File: src/hdl/lora_toa_pkg.sv
// ----------------------------------------------------------------------------
// lora_toa_pkg
// Widths, register indexes, constants and shared divide steps for the
// time-on-air core.
// ----------------------------------------------------------------------------
`default_nettype none

package lora_toa_pkg;

	// field and register widths
	localparam int PL_W      = 8;
	localparam int SF_W      = 4;
	localparam int BW_W      = 19;
	localparam int CR_W      = 4;
	localparam int PRE_W     = 16;
	localparam int MS_W      = 32;
	localparam int CFG_IDX_W = 3;
	localparam int CFG_DAT_W = 19;

	// symbol time in microseconds, up to 2^15 * 10^6
	localparam int TSYM_W    = 35;
	// total airtime in microseconds before rounding
	localparam int TOTAL_W   = 53;

	// register indexes
	localparam logic [CFG_IDX_W-1:0] REG_SF  = 3'd0;
	localparam logic [CFG_IDX_W-1:0] REG_BW  = 3'd1;
	localparam logic [CFG_IDX_W-1:0] REG_CR  = 3'd2;
	localparam logic [CFG_IDX_W-1:0] REG_PRE = 3'd3;
	localparam logic [CFG_IDX_W-1:0] REG_IH  = 3'd4;
	localparam logic [CFG_IDX_W-1:0] REG_CRC = 3'd5;

	// reset values
	localparam logic [SF_W-1:0]  SF_RST  = 4'd7;
	localparam logic [BW_W-1:0]  BW_RST  = 19'd125000;
	localparam logic [CR_W-1:0]  CR_RST  = 4'd5;
	localparam logic [PRE_W-1:0] PRE_RST = 16'd8;

	// radio constants
	localparam logic [TSYM_W-1:0]  US_PER_S      = 35'd1000000;
	localparam logic [BW_W-1:0]    LDRO_MAX_BW   = 19'd125000;
	localparam logic [SF_W-1:0]    LDRO_MIN_SF   = 4'd11;
	localparam logic [11:0]        FIXED_BITS    = 12'd28;
	localparam logic [11:0]        CRC_BITS      = 12'd16;
	localparam logic [6:0]         HDR_BITS      = 7'd20;
	localparam logic [41:0]        ROUND_UP_US   = 42'd999;
	localparam logic [TOTAL_W-1:0] SAT_LIMIT_US  = 53'd4294967295000;
	localparam logic [7:0]         MS_DIV        = 8'd125;
	localparam logic [5:0]         TSYM_STEPS    = 6'd35;

	typedef struct packed {
		logic       zero;
		logic       sat;
	} toa_flags_t;

	typedef struct packed {
		logic [3:0] rem;
		logic [4:0] quo;
	} sym_div_t;

	typedef struct packed {
		logic [6:0] rem;
		logic [7:0] quo;
	} ms_div_t;

	// five restoring steps of a division by a 4-bit divisor
	function automatic sym_div_t sym_div_5(input logic [3:0] rem, input logic [4:0] bits,
			input logic [3:0] k);
		logic [4:0] t;
		sym_div_t   r;
		r.rem = rem;
		r.quo = '0;
		for (int i = 4; i >= 0; i--) begin
			t = {r.rem, bits[i]};
			if (t >= {1'b0, k}) begin
				r.rem    = 4'(t - {1'b0, k});
				r.quo[i] = 1'b1;
			end else begin
				r.rem = t[3:0];
			end
		end
		return r;
	endfunction

	// eight restoring steps of a division by 125
	function automatic ms_div_t ms_div_8(input logic [6:0] rem, input logic [7:0] bits);
		logic [7:0] t;
		ms_div_t    r;
		r.rem = rem;
		r.quo = '0;
		for (int i = 7; i >= 0; i--) begin
			t = {r.rem, bits[i]};
			if (t >= MS_DIV) begin
				r.rem    = 7'(t - MS_DIV);
				r.quo[i] = 1'b1;
			end else begin
				r.rem = t[6:0];
			end
		end
		return r;
	endfunction

endpackage

`default_nettype wire

File: src/hdl/lora_time_on_air_core.sv
// ----------------------------------------------------------------------------
// lora_time_on_air_core
// LoRa packet time on air in milliseconds for one payload length per item.
// ----------------------------------------------------------------------------
`default_nettype none

// One payload length goes in per cycle while s_axis_tready is high, and one
// airtime comes out per item through stages s1 to s11 and the output register;
// a stall on the output freezes the whole pipeline and loses nothing. The
// symbol time floor(2^SF * 10^6 / BW) depends only on configuration, so it is
// worked out by a bit-serial divider (one quotient bit per cycle): after reset
// and after every write to the spreading factor or bandwidth register,
// s_axis_tready stays low while that divider runs. Items are also refused in a
// cycle with a configuration write. Airtime saturates at 2^32-1 ms with the
// saturated flag in tuser; a zero bandwidth gives 0 with the flag clear.
module lora_time_on_air_core (
	input  wire                                clk,
	input  wire                                arst_n,
	// input items
	input  wire                                s_axis_tvalid,
	output logic                               s_axis_tready,
	input  wire  [7:0]                         s_axis_tdata,   // [7:0] payload_bytes
	// result items
	output logic                               m_axis_tvalid,
	input  wire                                m_axis_tready,
	output logic [31:0]                        m_axis_tdata,   // [31:0] toa_ms
	output logic                               m_axis_tuser,   // [0] saturated
	// configuration writes
	input  wire                                cfg_we,
	input  wire  [lora_toa_pkg::CFG_IDX_W-1:0] cfg_index,
	input  wire  [lora_toa_pkg::CFG_DAT_W-1:0] cfg_wdata
);
	import lora_toa_pkg::*;

	// configuration registers
	logic [SF_W-1:0]   sf_q;
	logic [BW_W-1:0]   bw_q;
	logic [CR_W-1:0]   cr_q;
	logic [PRE_W-1:0]  pre_q;
	logic              ih_q;
	logic              crc_q;

	// symbol time divider
	logic              start_q;
	logic [5:0]        cnt_q;
	logic [TSYM_W-1:0] sym_us_q;   // dividend shifting out, quotient shifting in
	logic [BW_W-1:0]   rem_q;
	logic [BW_W:0]     trial;

	// pipeline control
	logic              adv;
	logic              accept;
	logic [11:1]       vld_q;

	// derived configuration: low data rate optimisation and the symbol divisor
	logic              ldro;
	logic [SF_W-1:0]   k;

	// stage 1: payload bit count, divided by four and rounded up
	logic [11:0]       pos_bits;
	logic [6:0]        neg_bits;
	logic [11:0]       num;
	logic [11:0]       num_r4;
	logic [9:0]        x4;
	logic [11:0]       num_s1;
	logic [9:0]        dvd_s1;

	// stages 2-3: division by k
	sym_div_t          sd2;
	sym_div_t          sd3;
	logic [3:0]        rem_s2;
	logic [4:0]        quo_hi_s2;
	logic [4:0]        dvd_lo_s2;
	logic [11:0]       num_s2;
	logic [9:0]        q_s3;
	logic [11:0]       num_s3;

	// stage 4: symbol count
	logic [11:0]       qsel;
	logic [15:0]       cr_prod;
	logic [16:0]       sym_cnt_s4;

	// stage 5-6: symbol count times symbol time
	logic [34:0]       pp_lo_s5;
	logic [33:0]       pp_hi_s5;
	logic [TOTAL_W-1:0] total_s6;

	// stage 7: saturation check and divide by 8
	logic [41:0]       rnd_sum;
	toa_flags_t        flg_s7;
	logic [6:0]        ms_rem_s7;
	logic [31:0]       ms_lo_s7;

	// stages 8-11: divide by 125, a byte a stage
	ms_div_t           md8;
	ms_div_t           md9;
	ms_div_t           md10;
	ms_div_t           md11;
	toa_flags_t        flg_s8;
	toa_flags_t        flg_s9;
	toa_flags_t        flg_s10;
	toa_flags_t        flg_s11;
	logic [6:0]        ms_rem_s8;
	logic [6:0]        ms_rem_s9;
	logic [6:0]        ms_rem_s10;
	logic [23:0]       ms_lo_s8;
	logic [15:0]       ms_lo_s9;
	logic [7:0]        ms_lo_s10;
	logic [7:0]        ms_quo_s8;
	logic [15:0]       ms_quo_s9;
	logic [23:0]       ms_quo_s10;
	logic [31:0]       ms_quo_s11;

	// ------------------------------------------------------------------
	// configuration registers
	// ------------------------------------------------------------------
	always_ff @(posedge clk or negedge arst_n) begin
		if (!arst_n) begin
			sf_q  <= SF_RST;
			bw_q  <= BW_RST;
			cr_q  <= CR_RST;
			pre_q <= PRE_RST;
			ih_q  <= 1'b0;
			crc_q <= 1'b1;
		end else if (cfg_we) begin
			case (cfg_index)
				REG_SF:  sf_q  <= cfg_wdata[SF_W-1:0];
				REG_BW:  bw_q  <= cfg_wdata[BW_W-1:0];
				REG_CR:  cr_q  <= cfg_wdata[CR_W-1:0];
				REG_PRE: pre_q <= cfg_wdata[PRE_W-1:0];
				REG_IH:  ih_q  <= cfg_wdata[0];
				REG_CRC: crc_q <= cfg_wdata[0];
				default: ;
			endcase
		end
	end

	// ------------------------------------------------------------------
	// symbol time divider: restart on reset and on SF or bandwidth writes
	// ------------------------------------------------------------------
	always_ff @(posedge clk or negedge arst_n) begin
		if (!arst_n) begin
			start_q <= 1'b1;
			cnt_q   <= '0;
		end else begin
			if (cfg_we && (cfg_index == REG_SF || cfg_index == REG_BW)) begin
				start_q <= 1'b1;
			end else if (start_q) begin
				start_q <= 1'b0;
				cnt_q   <= TSYM_STEPS;
			end else if (cnt_q != '0) begin
				cnt_q <= cnt_q - 6'd1;
			end
		end
	end

	assign trial = {rem_q, sym_us_q[TSYM_W-1]};

	always_ff @(posedge clk) begin
		if (start_q) begin
			sym_us_q <= US_PER_S << sf_q;
			rem_q    <= '0;
		end else if (cnt_q != '0) begin
			if (trial >= {1'b0, bw_q}) begin
				rem_q    <= BW_W'(trial - {1'b0, bw_q});
				sym_us_q <= {sym_us_q[TSYM_W-2:0], 1'b1};
			end else begin
				rem_q    <= trial[BW_W-1:0];
				sym_us_q <= {sym_us_q[TSYM_W-2:0], 1'b0};
			end
		end
	end

	// ------------------------------------------------------------------
	// handshake: the whole pipeline moves when the output slot is free
	// ------------------------------------------------------------------
	assign adv           = !m_axis_tvalid || m_axis_tready;
	assign s_axis_tready = adv && !start_q && (cnt_q == '0) && !cfg_we;
	assign accept        = s_axis_tvalid && s_axis_tready;

	always_ff @(posedge clk or negedge arst_n) begin
		if (!arst_n) begin
			vld_q         <= '0;
			m_axis_tvalid <= 1'b0;
		end else if (adv) begin
			vld_q         <= {vld_q[10:1], accept};
			m_axis_tvalid <= vld_q[11];
		end
	end

	// ------------------------------------------------------------------
	// datapath
	// ------------------------------------------------------------------
	assign ldro = (sf_q >= LDRO_MIN_SF) && (bw_q <= LDRO_MAX_BW);
	assign k    = ldro ? sf_q - 4'd2 : sf_q;

	// bits = 8*PL + 28 + 16*CRC - 4*SF - 20*IH, floored at zero
	assign pos_bits = {1'b0, s_axis_tdata, 3'b000} + FIXED_BITS + (crc_q ? CRC_BITS : 12'd0);
	assign neg_bits = {1'b0, sf_q, 2'b00} + (ih_q ? HDR_BITS : 7'd0);
	assign num      = (pos_bits > {5'b0, neg_bits}) ? pos_bits - {5'b0, neg_bits} : 12'd0;
	// ceil(n / 4k) = ceil(ceil(n / 4) / k)
	assign num_r4   = num + 12'd3;
	assign x4       = num_r4[11:2];

	assign sd2 = sym_div_5(4'd0, dvd_s1[9:5], k);
	assign sd3 = sym_div_5(rem_s2, dvd_lo_s2, k);

	// a zero divisor counts as one, so the raw bit count is the quotient
	assign qsel    = (k == '0) ? num_s3 : {2'b00, q_s3};
	assign cr_prod = {4'b0000, qsel} * {12'b0, cr_q};

	// everything not already sized by sat is below 2^42 here
	assign rnd_sum = total_s6[41:0] + ROUND_UP_US;

	assign md8  = ms_div_8(ms_rem_s7, ms_lo_s7[31:24]);
	assign md9  = ms_div_8(ms_rem_s8, ms_lo_s8[23:16]);
	assign md10 = ms_div_8(ms_rem_s9, ms_lo_s9[15:8]);
	assign md11 = ms_div_8(ms_rem_s10, ms_lo_s10);

	always_ff @(posedge clk) begin
		if (adv) begin
			// s1: bit count, dividend rounded for the ceiling divide
			num_s1 <= num;
			dvd_s1 <= (k == '0) ? 10'd0 : x4 + {6'b0, k} - 10'd1;

			// s2-s3: quotient by k, five bits a stage
			rem_s2    <= sd2.rem;
			quo_hi_s2 <= sd2.quo;
			dvd_lo_s2 <= dvd_s1[4:0];
			num_s2    <= num_s1;
			q_s3      <= {quo_hi_s2, sd3.quo};
			num_s3    <= num_s2;

			// s4: preamble + 4 + 8 + blocks * CR
			sym_cnt_s4 <= {1'b0, pre_q} + 17'd12 + {1'b0, cr_prod};

			// s5: split product against the 35-bit symbol time
			pp_lo_s5 <= sym_cnt_s4 * sym_us_q[17:0];
			pp_hi_s5 <= sym_cnt_s4 * sym_us_q[34:18];

			// s6: recombine and add the quarter symbol of the preamble
			total_s6 <= {1'b0, pp_hi_s5, 18'b0} + {18'b0, pp_lo_s5}
				+ {20'b0, sym_us_q[34:2]};

			// s7: saturation, round up, divide by eight
			flg_s7.zero <= (bw_q == '0);
			flg_s7.sat  <= (bw_q != '0) && (total_s6 > SAT_LIMIT_US);
			ms_rem_s7   <= rnd_sum[41:35];
			ms_lo_s7    <= rnd_sum[34:3];

			// s8-s11: divide by 125
			flg_s8     <= flg_s7;
			ms_rem_s8  <= md8.rem;
			ms_lo_s8   <= ms_lo_s7[23:0];
			ms_quo_s8  <= md8.quo;

			flg_s9     <= flg_s8;
			ms_rem_s9  <= md9.rem;
			ms_lo_s9   <= ms_lo_s8[15:0];
			ms_quo_s9  <= {ms_quo_s8, md9.quo};

			flg_s10    <= flg_s9;
			ms_rem_s10 <= md10.rem;
			ms_lo_s10  <= ms_lo_s9[7:0];
			ms_quo_s10 <= {ms_quo_s9, md10.quo};

			flg_s11    <= flg_s10;
			ms_quo_s11 <= {ms_quo_s10, md11.quo};

			// output register
			m_axis_tuser <= flg_s11.sat;
			if (flg_s11.zero) begin
				m_axis_tdata <= '0;
			end else if (flg_s11.sat) begin
				m_axis_tdata <= '1;
			end else begin
				m_axis_tdata <= ms_quo_s11;
			end
		end
	end

	// ------------------------------------------------------------------
	// assertions
	// ------------------------------------------------------------------
	a_no_accept_while_div: assert property (@(posedge clk) disable iff (!arst_n)
		(start_q || cnt_q != '0) |-> !s_axis_tready)
		else $error("input accepted while symbol time divider busy");

	a_stall_freezes_pipe: assert property (@(posedge clk) disable iff (!arst_n)
		!adv |=> $stable(vld_q))
		else $error("pipeline valid bits moved during output stall");

	a_sat_means_max: assert property (@(posedge clk) disable iff (!arst_n)
		(m_axis_tvalid && m_axis_tuser) |-> (m_axis_tdata == '1))
		else $error("saturated result without maximum airtime");

	a_accept_enters: assert property (@(posedge clk) disable iff (!arst_n)
		accept |=> vld_q[1])
		else $error("accepted item missing from first stage");

endmodule

`default_nettype wire

File: config.mk
export PLATFORM = sky130hd
export DESIGN_NAME = lora_time_on_air_core
export DESIGN_NICKNAME = d
export VERILOG_FILES = /design/src/hdl/lora_toa_pkg.sv /design/src/hdl/lora_time_on_air_core.sv
export SDC_FILE = /design/constraint.sdc
export NUM_CORES = 2
export LEC_CHECK = 0
export BUFFER_PORTS_ARGS = -buffer_cell sky130_fd_sc_hd__buf_2
export CAP_MARGIN = 20
export CORE_MARGIN = 10
export CORE_UTILIZATION = 34
export CTS_BUF_LIST = sky130_fd_sc_hd__clkbuf_16
export DETAILED_ROUTE_END_ITERATION = 8
export PLACE_DENSITY = 0.51
export REMOVE_ABC_BUFFERS = 1
export SYNTH_ARGS = -nofsm -noshare
export SYNTH_HDL_FRONTEND = slang
export SYNTH_SLANG_ARGS = --single-unit
File: constraint.sdc
create_clock -name clk -period 37.9 [get_ports clk]
set_input_delay 5.685 -clock clk [delete_from_list [all_inputs] [get_ports clk]]
set_output_delay 5.685 -clock clk [all_outputs]
set_load 0.02 [all_outputs]
==> summary.md <==
| Metric | Value |
|---|---|
| Slew @ Worst Pin | `1080 ps` |
| Post-synth EDFFs | `469` |
| First-pass DRT Iterations | `7` |
| Port bufs | `slightly below 70` |
| Distinct cells, synth | `about 140` |
| Core Region | `160000 µm²` |
| Crit start category | `register` |
| Gr ovfl total | `0` |
| CTS max path bufs | `3` |
| Worst-skew pair later-pin latency | `680 ps` |
| Hold Fails Final Rpt | `0` |
| Clk slew on worst S/H paths | `60 ps` |
| Arr. time, crit path | `12610 ps` |
| IO Count | `70` |
| CTS resizes | `0` |
| CP max FO | `10` |
| Area share of the largest cell type after synthesis | `25.7%` |
| Worst R2R Path Depth | `46` |
| Top FF cell, synth | `edfxtp_1` |
| Largest net degree at the start of global routing | `86` |
| Max Slew Vio Count | `0` |
| R2R Path End | `ms_rem_s10[3]` |
| Reg2Reg Setup Slack | `roughly 26000 ps` |
| Crit path max-delay cell type | `edfxtp_1` |
| Setup TNS | `0 ps` |
| Vias | `39168` |
| First-pass GRT wire length | `213000 µm` |
| Cells after Synth | `5613` |
| Rel. slew slack | `28.0%` |
| #FFs+latches synth | `552` |
| TritonCTS clock tree | `yes` |
| Worst Path Required | `38290 ps` |
| Routed Antenna Nets | `0` |
| CTS Buf Count | `70` |
| Worst Hold Class | `register to register` |
| Routed len/inst | `approximately 17 µm` |
| CP most frequent cell | `inv_1` |
| Layout cells sized above 1 | `7.80%` |
| Sinks on Clock Net | `552` |
| Drt drc | `0` |
| Initial DRC count | `2254` |
| Outcome | `complete, no violations` |
| Final period util | `32.3%` |
| Number of global-route vias before repair | `39752` |
| Sequential element share of the synthesized area | `about 30%` |
| Cell taking the most area after synthesis | `edfxtp_1` |
| Worst setup EP type | `register` |
| Synthesized area | `54700 µm²` |
| Hold_ws | `412 ps` |
| Fmax achieved | `about 82 MHz` |
| Crit. Startpoint | `ms_lo_s9[15]` |
| Post-CTS setup buffers | `0` |
| Starting Density | `~34%` |
| Total wire length | `130000 µm` |
| Nets | `between 6000 and 7000` |
| Unrepaired setup endpoints after global routing | `false` |
| Level count of the clock H-tree | `3` |
| Detail Placement HPWL | `96800 µm` |
| Crit-path max cell delay | `550 ps` |
| Final setup viols | `0` |
| DIE HEIGHT | `421 µm` |
| Levels on crit path | `46` |
| Antenna violations before repair | `1` |
| Hold Crit Depth | `0` |
| Placed insts | `7708` |
| GRT Util Overall | `14.5%` |
| Post-Layout Cell Count | `7839` |
| Max-cap viol count | `0` |
| Average vias per placed instance | `between 4 and 5` |
| CP Capture Point | `ms_rem_s10[3]` |
| Buf+Inv Stages, Crit Path | `9` |
| Async SR Flop Fraction | `a little under an eighth` |
| Final Critical Period | `~12000 ps` |
| Root buffer cell | `clkbuf_16` |
| Syn avg cell area | `9.75 µm²` |
| Largest cells by area after synthesis | `edfxtp_1 26%, fa_1 19%, ha_1 10%` |
| Area delta synth->final | `9.39%` |
| Hold Crit Start | `ms_quo_s9[5]` |
| Num rows | `147` |
| Clock Skew | `roughly 39 ps` |
| Die area | `177000 µm²` |
| Final Util | `37.4%` |
| Top delay family on crit path | `compound AO/OA/AOI/OAI gates` |
| GPL Wtd Cong | `0.809` |
| Cts-stage hold buffer count | `0` |
| Die Wd | `421 µm` |
| Synth Warn # | `0` |
| Worst r2r src | `ms_lo_s9[15]` |
| Type of the worst setup path | `register to register` |
-- worst min path at each step --
stage	to	slack, ps
global placement	ms_quo_s11[8]	400
detailed placement	dvd_lo_s2[2]	400
global route	ms_quo_s11[21]	420
finish	ms_quo_s10[13]	410
CTS	ms_quo_s10[13]	410
floorplan	dvd_lo_s2[0]	400
-- state kept, by name, summed over array words and instances, names as in the netlist, 19 cells and up --
signal and count:
ms_lo_s7 32, ms_quo_s10 24, ms_quo_s11 32, total_s6 53, ms_lo_s8 24, sym_us_q 35, bw_q 19, rem_q 19
pp_lo_s5 35, m_axis_tdata 32, pp_hi_s5 34
-- layout by cell type, fill, tap and decap left out, types with 15 or more instances in the layout --
cell type,count
inv_1,838
nand2_1,690
fa_1,523
edfxtp_1,469
ha_1,451
nor2_1,293
and2_1,255
o21ai_0,218
a21oi_1,199
xnor2_1,193
nand3_1,97
nor3_1,77
clkbuf_16,71
buf_2,69
xor2_1,66
mux2_2,66
buf_4,62
mux2i_1,60
nand2b_1,52
dfrtp_1,49
a21o_1,46
a211oi_1,42
nor2b_1,37
and3_1,35
nand4_1,34
nor4_1,29
o21a_1,29
o211ai_1,29
a31oi_1,29
o31ai_1,26
o21bai_1,25
or3_1,24
or2_2,20
a21boi_0,20
dfxtp_1,19
o22ai_1,17
o21ai_1,16
clkinv_1,16
dfstp_2,15
-- cell families (layout without fill, tap and decap cells) --
| kind of cell | after synthesis | after routing | synth area share (%) |
|---|---|---|---|
| fa+ha+maj | 975 | 975 | 29.5 |
| other cells | 0 | 1 | 0 |
| buf+inv | 1036 | 1101 | 7.19 |
| mux | 132 | 132 | 2.64 |
| flops | 552 | 552 | 29.4 |
| xor+xnor | 260 | 260 | 4.18 |
| simple gates | 1739 | 1739 | 15.4 |
| compound gates | 919 | 919 | 11.7 |
-- per-stage QoR --
| stage | setup WS (ps) | area, µm² |
|---|---|---|
| 3_5_place_dp | 25820 | 57500 |
| 2_1_floorplan | 22800 | 53900 |
| 3_3_place_gp | 25790 | 57500 |
| 4_1_cts | 25810 | 59800 |
| 6_report | 25670 | 59800 |
| 5_1_grt | 24720 | 59800 |
-- per-layer routing --
metal	routed length (µm)	up-vias	GRT usage (%)
li1	-	18977	-
met1	60800	19462	19.4
met2	63000	580	24.9
met3	4300	149	1.85
met4	2130	0	2.99
met5	0	-	0
-- cell type report --
class                           instances  area, µm²
Antenna cell                            1       2.50
Clock buffer                           71       1780
Clock inverter                         57        571
Fill cell                           15996     100000
Inverter                              840       3170
Multi-Input combinational cell       4025      34700
Sequential cell                       552      16100
Tap cell                             2160       2700
Timing Repair Buffer                  133        853
-- synthesized netlist by cell type (all sizes together), types with 12 or more instances --
cell type  instances
fa               523
nand2            690
buf               23
nor3b             12
a211oi            43
nand2b            53
and2             256
nor2             297
inv              838
dfxtp             19
or4               13
xnor2            194
nand3            101
a31oi             36
xor2              66
mux2i             63
o31ai             32
nor2b             38
a21oi            204
and4              14
dfrtp             49
nor4              32
o21a              31
edfxtp           469
a21boi            23
ha               451
nor3              82
o21ai            237
o22ai             19
or2               24
dfstp             15
o21bai            25
clkbuf           173
o31a              14
a41oi             13
o211ai            33
a21o              47
o311ai            13
mux2              68
and3              36
nand4             34
or3               25
-- worst register-to-register path: cells and delay by family (launching register included) --
family	cells	cell delay [ps]
flops	1	550
compound gates	16	4390
simple gates	6	1510
fa+ha+maj	7	2140
buf+inv	9	1380
mux	1	410
xor+xnor	7	1600
Power is left out: the tool's default activity adds up to more than one toggle a clock period on the data nets, which glitch-free logic cannot reach.
